[src/rtl/dit_pkg.sv]
// Shared types and constants for the disc index table parser.
// Used by the channel interfaces, the parser core, the result queue and the top level.
`timescale 1ns / 1ps
`default_nettype none

package dit_pkg;

   // Result kinds.
   localparam logic [2:0] KIND_FIRST_PLAY = 3'd0;
   localparam logic [2:0] KIND_TOP_MENU   = 3'd1;
   localparam logic [2:0] KIND_TITLE      = 3'd2;
   localparam logic [2:0] KIND_FINISHED   = 3'd3;
   localparam logic [2:0] KIND_ERROR      = 3'd4;

   // Error codes.
   localparam logic [2:0] ERR_MAGIC     = 3'd0;
   localparam logic [2:0] ERR_VERSION   = 3'd1;
   localparam logic [2:0] ERR_OFFSET    = 3'd2;
   localparam logic [2:0] ERR_OBJ_TYPE  = 3'd3;
   localparam logic [2:0] ERR_TRUNCATED = 3'd4;

   // Error code field of a result that is not an error.
   localparam logic [2:0] ERR_NONE      = 3'd0;

   // Version codes.
   localparam logic [1:0] VER_CODE_0100 = 2'd0;
   localparam logic [1:0] VER_CODE_0200 = 2'd1;
   localparam logic [1:0] VER_CODE_0300 = 2'd2;

   // Object types.
   localparam logic [1:0] OBJ_MOVIE = 2'b01;
   localparam logic [1:0] OBJ_APP   = 2'b10;

   // Header words: "INDX", "0100", "0200", "0300".
   localparam logic [31:0] MAGIC_WORD = 32'h494E_4458;
   localparam logic [31:0] VER_0100   = 32'h3031_3030;
   localparam logic [31:0] VER_0200   = 32'h3032_3030;
   localparam logic [31:0] VER_0300   = 32'h3033_3030;

   // Header layout in bytes.
   localparam logic [31:0] POS_MAGIC_LAST   = 32'd3;
   localparam logic [31:0] POS_VERSION_LAST = 32'd7;
   localparam logic [31:0] POS_OFFSET_LAST  = 32'd11;
   localparam logic [31:0] MIN_TABLE_OFFSET = 32'd12;

   // Result queue depth; two results may be pushed per beat.
   localparam int QUEUE_DEPTH = 4;

   typedef struct packed {
      logic [7:0] data_byte;
      logic       file_start;
      logic       file_end;
   } req_payload_type;

   typedef struct packed {
      logic [2:0]  record_kind;
      logic [1:0]  obj_code;
      logic [1:0]  access_code;
      logic [1:0]  playback_type;
      logic [15:0] movie_object_id;
      logic [39:0] object_file_name;
      logic [15:0] title_index;
      logic [1:0]  version_code;
      logic [2:0]  error_code;
      logic        last_in_run;
   } rsp_payload_type;

   // Up to two results produced by one accepted beat, in order.
   typedef struct packed {
      logic [1:0]      count;
      rsp_payload_type first;
      rsp_payload_type second;
   } push_type;

endpackage

`default_nettype wire

[src/rtl/dit_stream_if.sv]
// Valid/ready channel interfaces for the request and response streams.
// Depends on dit_pkg for the payload types.
`timescale 1ns / 1ps
`default_nettype none

interface dit_req_if;
   logic                     valid;
   logic                     ready;
   dit_pkg::req_payload_type payload;

   modport source (output valid, output payload, input ready);
   modport sink   (input valid, input payload, output ready);
endinterface

interface dit_rsp_if;
   logic                     valid;
   logic                     ready;
   dit_pkg::rsp_payload_type payload;

   modport source (output valid, output payload, input ready);
   modport sink   (input valid, input payload, output ready);
endinterface

`default_nettype wire

[src/rtl/disc_index_table_parser.sv]
// Disc index table parser: one file byte per beat in, parsed records out.
// One byte is taken per cycle while the result queue has room for two more results;
// a byte that causes two results takes two output beats. Each result is registered
// in that queue before rsp_stream offers it. Reset (synchronous, active high) returns
// the parser to waiting for a file start and empties the result queue.
`timescale 1ns / 1ps
`default_nettype none

module disc_index_table_parser (
   input  wire logic  clock,
   input  wire logic  reset,
   dit_req_if.sink    req_stream,
   dit_rsp_if.source  rsp_stream
);

   // The parser updates its state registers on every accepted byte beat and
   // pushes zero, one or two results into the queue in the same cycle. The
   // queue registers the results, so the response side sees only flops.
   //
   // A byte is taken whenever the queue has space for two more results. That
   // decision depends only on the registered fill level, so the request ready
   // never waits on the response ready in the same cycle, and a byte can be
   // taken while earlier results still wait to be collected. With one result
   // or none per byte and rsp_stream ready, one byte is taken every cycle.

   dit_pkg::push_type push;
   logic              room;
   logic              beat;

   assign req_stream.ready = room;
   assign beat             = req_stream.valid && room;

   dit_parser u_parser (
      .clock (clock),
      .reset (reset),
      .beat  (beat),
      .req   (req_stream.payload),
      .push  (push)
   );

   // Results leave strictly in the order the parser produced them; the last
   // result caused by a byte already carries its last_in_run mark.
   dit_rsp_queue u_queue (
      .clock       (clock),
      .reset       (reset),
      .push        (push),
      .room        (room),
      .out_valid   (rsp_stream.valid),
      .out_ready   (rsp_stream.ready),
      .out_payload (rsp_stream.payload)
   );

endmodule

`default_nettype wire

[src/rtl/dit_parser.sv]
// Parser core: state registers and per-beat next-state and result logic.
// Depends on dit_pkg.
`timescale 1ns / 1ps
`default_nettype none

module dit_parser (
   input  wire logic                     clock,
   input  wire logic                     reset,
   input  wire logic                     beat,
   input  wire dit_pkg::req_payload_type req,
   output dit_pkg::push_type             push
);

   typedef enum logic [3:0] {
      PH_IDLE,
      PH_HEADER,
      PH_SKIP,
      PH_LENGTH,
      PH_FIRST_PLAY,
      PH_TOP_MENU,
      PH_COUNT,
      PH_TITLE,
      PH_DONE,
      PH_ERROR
   } phase_type;

   phase_type   phase_ff, phase_in;
   logic [31:0] pos_ff, pos_in;
   logic [31:0] offset_ff, offset_in;
   logic [3:0]  count_ff, count_in;
   logic [63:0] shift_ff, shift_in;
   logic [15:0] total_ff, total_in;
   logic [15:0] seen_ff, seen_in;
   logic [1:0]  version_ff, version_in;

   function automatic dit_pkg::rsp_payload_type plain_result(logic [2:0] kind,
                                                             logic [2:0] err);
      dit_pkg::rsp_payload_type r;
      r             = '0;
      r.record_kind = kind;
      r.error_code  = err;
      return r;
   endfunction

   always_comb begin
      phase_type                cur_phase;
      logic [31:0]              cur_pos;
      logic [31:0]              cur_offset;
      logic [3:0]               cur_count;
      logic [63:0]              cur_shift;
      logic [15:0]              cur_total;
      logic [15:0]              cur_seen;
      logic [1:0]               cur_version;
      logic [1:0]               obj;
      logic                     rec_done;
      logic                     main_valid;
      logic                     add_finish;
      logic                     trunc;
      dit_pkg::rsp_payload_type main_res;
      dit_pkg::rsp_payload_type rec_res;
      dit_pkg::push_type        p;

      // A file start discards all earlier state.
      if (req.file_start) begin
         cur_phase   = PH_HEADER;
         cur_pos     = '0;
         cur_offset  = '0;
         cur_count   = '0;
         cur_shift   = '0;
         cur_total   = '0;
         cur_seen    = '0;
         cur_version = '0;
      end else begin
         cur_phase   = phase_ff;
         cur_pos     = pos_ff;
         cur_offset  = offset_ff;
         cur_count   = count_ff;
         cur_shift   = shift_ff;
         cur_total   = total_ff;
         cur_seen    = seen_ff;
         cur_version = version_ff;
      end

      phase_in   = cur_phase;
      pos_in     = cur_pos;
      offset_in  = cur_offset;
      count_in   = cur_count;
      shift_in   = cur_shift;
      total_in   = cur_total;
      seen_in    = cur_seen;
      version_in = cur_version;

      main_valid = 1'b0;
      add_finish = 1'b0;
      trunc      = 1'b0;
      main_res   = '0;
      rec_done   = 1'b0;

      unique case (cur_phase)
         PH_HEADER: begin
            shift_in = {32'd0, cur_shift[23:0], req.data_byte};
            if (cur_pos == dit_pkg::POS_MAGIC_LAST && shift_in[31:0] != dit_pkg::MAGIC_WORD)
            begin
               phase_in   = PH_ERROR;
               main_valid = 1'b1;
               main_res   = plain_result(dit_pkg::KIND_ERROR, dit_pkg::ERR_MAGIC);
            end else if (cur_pos == dit_pkg::POS_VERSION_LAST) begin
               if (shift_in[31:0] == dit_pkg::VER_0100) begin
                  version_in = dit_pkg::VER_CODE_0100;
               end else if (shift_in[31:0] == dit_pkg::VER_0200) begin
                  version_in = dit_pkg::VER_CODE_0200;
               end else if (shift_in[31:0] == dit_pkg::VER_0300) begin
                  version_in = dit_pkg::VER_CODE_0300;
               end else begin
                  phase_in   = PH_ERROR;
                  main_valid = 1'b1;
                  main_res   = plain_result(dit_pkg::KIND_ERROR, dit_pkg::ERR_VERSION);
               end
            end else if (cur_pos == dit_pkg::POS_OFFSET_LAST) begin
               offset_in = shift_in[31:0];
               count_in  = '0;
               if (shift_in[31:0] < dit_pkg::MIN_TABLE_OFFSET) begin
                  phase_in   = PH_ERROR;
                  main_valid = 1'b1;
                  main_res   = plain_result(dit_pkg::KIND_ERROR, dit_pkg::ERR_OFFSET);
               end else if (shift_in[31:0] == dit_pkg::MIN_TABLE_OFFSET) begin
                  phase_in = PH_LENGTH;
               end else begin
                  phase_in = PH_SKIP;
               end
            end
         end
         PH_SKIP: begin
            if ({1'b0, cur_pos} + 33'd1 == {1'b0, cur_offset}) begin
               phase_in = PH_LENGTH;
               count_in = '0;
            end
         end
         PH_LENGTH: begin
            if (cur_count >= 4'd3) begin
               count_in = '0;
               phase_in = PH_FIRST_PLAY;
            end else begin
               count_in = cur_count + 4'd1;
            end
         end
         PH_FIRST_PLAY, PH_TOP_MENU, PH_TITLE: begin
            // Byte 0 lands in the top byte; bytes 4 to 10 shift in below it.
            if (cur_count == 4'd0) begin
               shift_in = {req.data_byte, 56'd0};
            end else if (cur_count >= 4'd4 && cur_count <= 4'd10) begin
               shift_in = {cur_shift[63:56], cur_shift[47:0], req.data_byte};
            end
            if (cur_count == 4'd3 && cur_shift[63:62] != dit_pkg::OBJ_MOVIE &&
                cur_shift[63:62] != dit_pkg::OBJ_APP) begin
               phase_in   = PH_ERROR;
               main_valid = 1'b1;
               main_res   = plain_result(dit_pkg::KIND_ERROR, dit_pkg::ERR_OBJ_TYPE);
            end else if (cur_count >= 4'd11) begin
               count_in = '0;
               rec_done = 1'b1;
            end else begin
               count_in = cur_count + 4'd1;
            end
         end
         PH_COUNT: begin
            total_in = {cur_total[7:0], req.data_byte};
            if (cur_count >= 4'd1) begin
               count_in = '0;
               seen_in  = '0;
               if (total_in == 16'd0) begin
                  phase_in   = PH_DONE;
                  main_valid = 1'b1;
                  main_res   = plain_result(dit_pkg::KIND_FINISHED, dit_pkg::ERR_NONE);
               end else begin
                  phase_in = PH_TITLE;
               end
            end else begin
               count_in = 4'd1;
            end
         end
         default: begin
         end
      endcase

      // Completed record fields.
      obj                      = shift_in[63:62];
      rec_res                  = '0;
      rec_res.obj_code         = obj;
      rec_res.access_code      = (cur_phase == PH_TITLE) ? shift_in[61:60] : 2'd0;
      rec_res.playback_type    = (cur_phase == PH_TOP_MENU) ? 2'd0 : shift_in[55:54];
      rec_res.movie_object_id  = (obj == dit_pkg::OBJ_MOVIE) ? shift_in[39:24] : 16'd0;
      rec_res.object_file_name = (obj == dit_pkg::OBJ_MOVIE) ? 40'd0 : shift_in[39:0];

      if (rec_done) begin
         main_valid = 1'b1;
         main_res   = rec_res;
         unique case (cur_phase)
            PH_FIRST_PLAY: begin
               main_res.record_kind = dit_pkg::KIND_FIRST_PLAY;
               phase_in             = PH_TOP_MENU;
            end
            PH_TOP_MENU: begin
               main_res.record_kind = dit_pkg::KIND_TOP_MENU;
               phase_in             = PH_COUNT;
               total_in             = '0;
            end
            default: begin
               main_res.record_kind = dit_pkg::KIND_TITLE;
               main_res.title_index = cur_seen;
               seen_in              = cur_seen + 16'd1;
               if (seen_in == cur_total) begin
                  phase_in   = PH_DONE;
                  add_finish = 1'b1;
               end
            end
         endcase
      end

      // Any byte that leaves parsing active advances the position.
      if (phase_in != PH_IDLE && phase_in != PH_DONE && phase_in != PH_ERROR) begin
         pos_in = cur_pos + 32'd1;
         if (req.file_end) begin
            phase_in = PH_ERROR;
            trunc    = 1'b1;
         end
      end

      p = '0;
      if (main_valid) begin
         p.first = main_res;
         if (add_finish) begin
            p.second = plain_result(dit_pkg::KIND_FINISHED, dit_pkg::ERR_NONE);
            p.count  = 2'd2;
         end else if (trunc) begin
            p.second = plain_result(dit_pkg::KIND_ERROR, dit_pkg::ERR_TRUNCATED);
            p.count  = 2'd2;
         end else begin
            p.count = 2'd1;
         end
      end else if (trunc) begin
         p.first = plain_result(dit_pkg::KIND_ERROR, dit_pkg::ERR_TRUNCATED);
         p.count = 2'd1;
      end
      p.first.version_code  = version_in;
      p.second.version_code = version_in;
      p.first.last_in_run   = (p.count == 2'd1);
      p.second.last_in_run  = 1'b1;
      if (!beat) begin
         p.count = 2'd0;
      end
      push = p;
   end

   always_ff @(posedge clock) begin
      if (reset) begin
         phase_ff   <= PH_IDLE;
         pos_ff     <= '0;
         offset_ff  <= '0;
         count_ff   <= '0;
         shift_ff   <= '0;
         total_ff   <= '0;
         seen_ff    <= '0;
         version_ff <= '0;
      end else if (beat) begin
         phase_ff   <= phase_in;
         pos_ff     <= pos_in;
         offset_ff  <= offset_in;
         count_ff   <= count_in;
         shift_ff   <= shift_in;
         total_ff   <= total_in;
         seen_ff    <= seen_in;
         version_ff <= version_in;
      end
   end

endmodule

`default_nettype wire

[src/rtl/dit_rsp_queue.sv]
// Small result queue: takes up to two results per cycle, hands out one per beat.
// Depends on dit_pkg.
`timescale 1ns / 1ps
`default_nettype none

module dit_rsp_queue (
   input  wire logic                      clock,
   input  wire logic                      reset,
   input  wire dit_pkg::push_type         push,
   output logic                           room,
   output logic                           out_valid,
   input  wire logic                      out_ready,
   output dit_pkg::rsp_payload_type       out_payload
);

   localparam int PTR_W = $clog2(dit_pkg::QUEUE_DEPTH);
   localparam int CNT_W = PTR_W + 1;

   dit_pkg::rsp_payload_type entry_ff [dit_pkg::QUEUE_DEPTH];
   logic [PTR_W-1:0] wr_ptr_ff, wr_ptr_in;
   logic [PTR_W-1:0] rd_ptr_ff, rd_ptr_in;
   logic [CNT_W-1:0] fill_ff, fill_in;
   logic             pop;

   assign out_valid   = (fill_ff != '0);
   assign out_payload = entry_ff[rd_ptr_ff];
   assign pop         = out_valid && out_ready;
   // Room for the largest burst one beat can cause.
   assign room        = (fill_ff <= CNT_W'(dit_pkg::QUEUE_DEPTH - 2));

   always_comb begin
      wr_ptr_in = wr_ptr_ff + PTR_W'(push.count);
      rd_ptr_in = rd_ptr_ff + PTR_W'(pop);
      fill_in   = fill_ff + CNT_W'(push.count) - CNT_W'(pop);
   end

   always_ff @(posedge clock) begin
      if (reset) begin
         wr_ptr_ff <= '0;
         rd_ptr_ff <= '0;
         fill_ff   <= '0;
      end else begin
         wr_ptr_ff <= wr_ptr_in;
         rd_ptr_ff <= rd_ptr_in;
         fill_ff   <= fill_in;
      end
   end

   always_ff @(posedge clock) begin
      if (push.count != 2'd0) begin
         entry_ff[wr_ptr_ff] <= push.first;
      end
      if (push.count == 2'd2) begin
         entry_ff[wr_ptr_ff + PTR_W'(1)] <= push.second;
      end
   end

endmodule

`default_nettype wire

[src/flat_wrapper.sv]
// flat-port wrapper written by rule: the top's interface ports become plain ports
module disc_index_table_parser_flat 
  (clock, reset, req_stream_valid, req_stream_payload, req_stream_ready, rsp_stream_valid, rsp_stream_payload, rsp_stream_ready);
  dit_req_if req_stream_i ();
  dit_rsp_if rsp_stream_i ();
  input  wire logic clock;
  input  wire logic reset;
  input wire logic [$bits(req_stream_i.valid)-1:0] req_stream_valid;
  input wire logic [$bits(req_stream_i.payload)-1:0] req_stream_payload;
  output wire logic [$bits(req_stream_i.ready)-1:0] req_stream_ready;
  output wire logic [$bits(rsp_stream_i.valid)-1:0] rsp_stream_valid;
  output wire logic [$bits(rsp_stream_i.payload)-1:0] rsp_stream_payload;
  input wire logic [$bits(rsp_stream_i.ready)-1:0] rsp_stream_ready;
  assign req_stream_i.valid = req_stream_valid;
  assign req_stream_i.payload = req_stream_payload;
  assign req_stream_ready = req_stream_i.ready;
  assign rsp_stream_valid = rsp_stream_i.valid;
  assign rsp_stream_payload = rsp_stream_i.payload;
  assign rsp_stream_i.ready = rsp_stream_ready;
  disc_index_table_parser u_core (.clock(clock), .reset(reset), .req_stream(req_stream_i), .rsp_stream(rsp_stream_i));
endmodule
[config.mk]
export PLATFORM = sky130hd
export DESIGN_NAME = disc_index_table_parser_flat
export DESIGN_NICKNAME = d
export VERILOG_FILES = /design/src/rtl/dit_pkg.sv /design/src/rtl/dit_stream_if.sv /design/src/rtl/disc_index_table_parser.sv /design/src/rtl/dit_parser.sv /design/src/rtl/dit_rsp_queue.sv /design/src/flat_wrapper.sv
export SDC_FILE = /design/constraint.sdc
export NUM_CORES = 1
export LEC_CHECK = 0
export ABC_AREA = 1
export BUFFER_PORTS_ARGS = -buffer_cell sky130_fd_sc_hd__clkbuf_2
export CAP_MARGIN = 20
export CORE_MARGIN = 4
export CORE_UTILIZATION = 49
export DETAILED_ROUTE_END_ITERATION = 16
export GPL_TIMING_DRIVEN = 0
export MAX_ROUTING_LAYER = met4
export PLACE_DENSITY = 0.65
export REMOVE_ABC_BUFFERS = 1
export SETUP_SLACK_MARGIN = 0.4
export SLEW_MARGIN = 20
export SYNTH_ARGS = -nofsm -noshare
export SYNTH_HDL_FRONTEND = slang
export SYNTH_HIERARCHICAL = 1
export SYNTH_SLANG_ARGS = --single-unit
[constraint.sdc]
create_clock -name clock -period 23.6 [get_ports clock]
set_input_delay 2.36 -clock clock [delete_from_list [all_inputs] [get_ports clock]]
set_output_delay 2.36 -clock clock [all_outputs]
set_load 0.1 [all_outputs]
==> impl_results.md <==
- Hold_sp: u_core/u_parser/offset_ff[29]$_SDFFE_PP0P_
- Hold Path Sink: u_core/u_parser/offset_ff[29]$_SDFFE_PP0P_
- Top post-synthesis cells by count: nand2_1 (953), o21ai_0 (595), inv_1 (416)
- RR Endpoint: u_core/u_queue/entry_ff[0][13]$_DFFE_PP_
- # rows: 89
- Pre-antenna DRT Iters: 7
- Mapped Cells: 3970
- Predominant post-synthesis flop cell: edfxtp_1
- Clk buf depth: 3
- Relative slew slack: 22.1%
- Die width: 254 um
- Tcrit/Tclk final: 45.6%
- Root Buffer: clkbuf_16
- Largest family of logic cells by synthesized area: simple AND/OR/NAND/NOR gates
- Die Ht: 254 um
- Synthesis warning total: 6
- Fin util: 54.7%
- Fin crit period: 10.75 ns
- Clock power share: 28.7%
- Int Power: 1.76 mW
- I/O pin count: 103
- Synthesized cell area: 0.0297 sq mm
- RSZ-0062 raised after global routing: false
- CP Class: in -> reg
- CTS Sinks: 509
- Pins Over Slew Limit: 0
- GRT Total Usage: 26.8%
- Number of global-route vias before repair: 23464
- Seq. cell area: 0.0137 sq mm
- Status: completed
- Max Freq: 0.0930 GHz
- # hold bufs at CTS: 0
- Worst Tran Pin Value: 1.17 ns
- Synth Area in Adders: 0.447%
- Skew final: 0.0205 ns
- Die footprint: 0.0646 sq mm
- First-pass GRT wire length: 133000 um
- Top-area cell type share of the netlist area: 35.2%
- Per-cell routed wire length: 18.1 um
- Antenna Nets Post-Route: 0
- Seq/Total Area, Yosys: 46.0%
- Area after DPL: 0.0307 sq mm
- Number of port buffers: 102
- Synth Area in XOR/XNOR: 0.758%
- HPWL Detailed: 56700 um
- CP Data Required Time: 23.88 ns
- Layout net count: 3948
- P_leak: 12.3 nW
- Total grt overflow: 0
- Fin. Hold Viols: 0
- Critical Path AT: 11.03 ns
- Setup bufs post-CTS: 0
- Psw: 1.31 mW
- Count of cells resized by post-cts repair: 0
- FF-to-FF setup slack: 15.99 ns
- Critical Path Fanout Max: 135
- DRC: 0
- Setup WS pre-CTS: 12.45 ns
- Share of cells above drive strength 1: 7.07%
- CTS buffer count: 56
- Fill cell count: 5649
- Setup_tns: 0 ns
- Sw Share: 42.8%
- Final WS setup: 12.85 ns
- Core area: 0.0595 sq mm
- CP endpoint kind: flip-flop
- Number of synthesized register bits: 509
- Power Density: 94.4 mW/mm^2
- Synth Area in Simple Gates: 23.4%
- Seq pwr share: 35.0%
- Area delta synth->final: 9.51%
- CTS tree: built
- Async set-or-reset flop fraction in the synthesized netlist: 0%
- Post-synthesis mux area share: 0%
- Post-Route WL: 85900 um
- Final hold slack: 0.463 ns
- H-tree levels: 2
- Compound-gate portion of the synthesized area: 18.0%
- Post-route cell area: 0.0325 sq mm
- Post-synth EDFFs: 348
- Multi-input logic area: 0.0131 sq mm
- Final GP Congestion: 0.958
- Vias/cell: 5.50
- Synth cell types: 59
- Vias post-DR: 26084
- Reg2Reg Depth: 25
- Hold depth: 2
- Area leader, netlist: edfxtp_1
- Initial DRC Count: 2337
- Worst-skew pair later-pin latency: 0.61 ns
- Initial Util: 49.9%
- Largest cells by area after synthesis: edfxtp_1 (35%), nand2_1 (12%), dfxtp_1 (11%)
- Worst R2R Start: u_core/u_parser/phase_ff[0]$_SDFFE_PP0P_
- Final setup viols: 0
- Hold Path Class: reg -> reg
- Post-Syn Area per Cell: 7.48 sq um
- Initial antenna violation count: 1
- Peak supply drop: 0.0754 mV
- Startpoint types: input port
- Count leader, synth: nand2_1
- Clk slew on worst S/H paths: 0.06 ns
- Comb pwr share: 36.4%
- Largest net degree at the start of global routing: 147
- Max_cap viols: 0
==> cell usage in the layout, fill, tap and decap left out, types with 7 or more instances in the layout <==
cell	count
o211ai_1	41
o21ai_1	38
inv_1	413
buf_16	22
clkinv_1	9
nor4_1	8
ha_1	9
xnor2_1	8
nor3_1	29
nand4_1	33
edfxtp_1	348
nand3_1	206
nand2_4	7
nor2_2	16
dfxtp_1	159
clkbuf_2	100
xor2_1	10
clkbuf_8	8
o21ai_0	595
clkinv_2	8
o22ai_1	128
clkbuf_16	57
a31oi_1	7
nand3b_1	14
a21oi_1	174
nor2_1	389
clkbuf_1	19
nand2_1	946
conb_1	81
==> power groups by stage <==
stage          combinational (mW)  sequential [mW]  clock, mW
6_report                     1.12             1.07      0.880
5_1_grt                      1.19             1.08      0.933
4_1_cts                      1.12             1.07      0.896
3_5_place_dp                 1.11             1.09          0
3_3_place_gp                 1.08             1.12          0
2_1_floorplan               0.854             1.09          0
==> sequential cells by signal (all words and copies together), names as in the netlist, 3 cells and up <==
name / count
u_core/u_parser/total_ff: 16
u_core/u_parser/seen_ff: 16
u_core/u_queue/entry_ff: 348
u_core/u_parser/pos_ff: 32
u_core/u_parser/phase_ff: 4
u_core/u_queue/fill_ff: 3
u_core/u_parser/count_ff: 4
u_core/u_parser/shift_ff: 48
u_core/u_parser/offset_ff: 32
==> worst max-delay path by stage <==
stage / from / to / slack (ns) / cells after the start
2_1_floorplan: req_stream_valid / u_core/u_queue/entry_ff[3][0]$_DFFE_PP_ / 8.51 / 7
3_3_place_gp: req_stream_valid / u_core/u_queue/entry_ff[3][15]$_DFFE_PP_ / -9.59 / 8
3_5_place_dp: req_stream_payload[1] / u_core/u_queue/entry_ff[0][11]$_DFFE_PP_ / 12.45 / 26
4_1_cts: req_stream_payload[1] / u_core/u_queue/entry_ff[0][13]$_DFFE_PP_ / 13.08 / 26
5_1_grt: req_stream_payload[1] / u_core/u_queue/entry_ff[0][13]$_DFFE_PP_ / 12.37 / 26
6_report: req_stream_payload[1] / u_core/u_queue/entry_ff[0][13]$_DFFE_PP_ / 12.85 / 26
==> area by class of cell <==
cell class | instances | area share (%)
flip-flops and latches | 509 | 42.1
multi-input cells | 2792 | 40.2
inverters | 428 | 5.03
clock buffers | 83 | 4.90
repair buffers | 137 | 4.08
well taps | 773 | 2.97
clock inverters | 23 | 0.785
diodes | 1 | 0.00770
==> per-layer routing <==
layer	up-vias	GRT usage [%]	wire, um
met5	-	-	0
met4	0	6.72	2080
met3	115	3.32	6040
li1	13059	-	-
met1	11965	36.2	37300
met2	945	43.5	40400
==> critical path: stages <==
cell	delay [ns]
clkbuf_4	0.44
inv_6	0.91
nand2_1	0.32
nor2_1	0.26
inv_1	0.13
nor2_4	0.51
inv_2	0.34
nor2_2	0.43
inv_2	0.24
nor2_1	0.38
nor3_1	0.08
nand2_1	0.08
a21oi_1	0.05
nand2_1	0.08
nand2_1	0.06
nand2_1	0.12
nand3_4	0.42
nand2_4	0.59
nand2_1	0.29
a21oi_1	0.40
inv_2	0.10
nor2_4	0.23
nand3_4	0.61
nand2_4	0.70
buf_16	0.29
buf_16	0.25
==> kinds of logic after synthesis <==
family | count (synthesis)
buffers and inverters | 748
AND/OR/NAND/NOR | 1677
AO/OA/AOI/OAI | 1003
adder cells (fa/ha/maj) | 10
other | 2
flip-flops | 509
XOR/XNOR | 21
==> through the flow <==
step           std cells  power, mW
4_1_cts             4745       3.08
6_report            4746       3.07
3_5_place_dp        4639       2.20
5_1_grt             4746       3.21
3_3_place_gp        4604       2.20
2_1_floorplan       3729       1.94
Power figures use the tool's default switching activity.
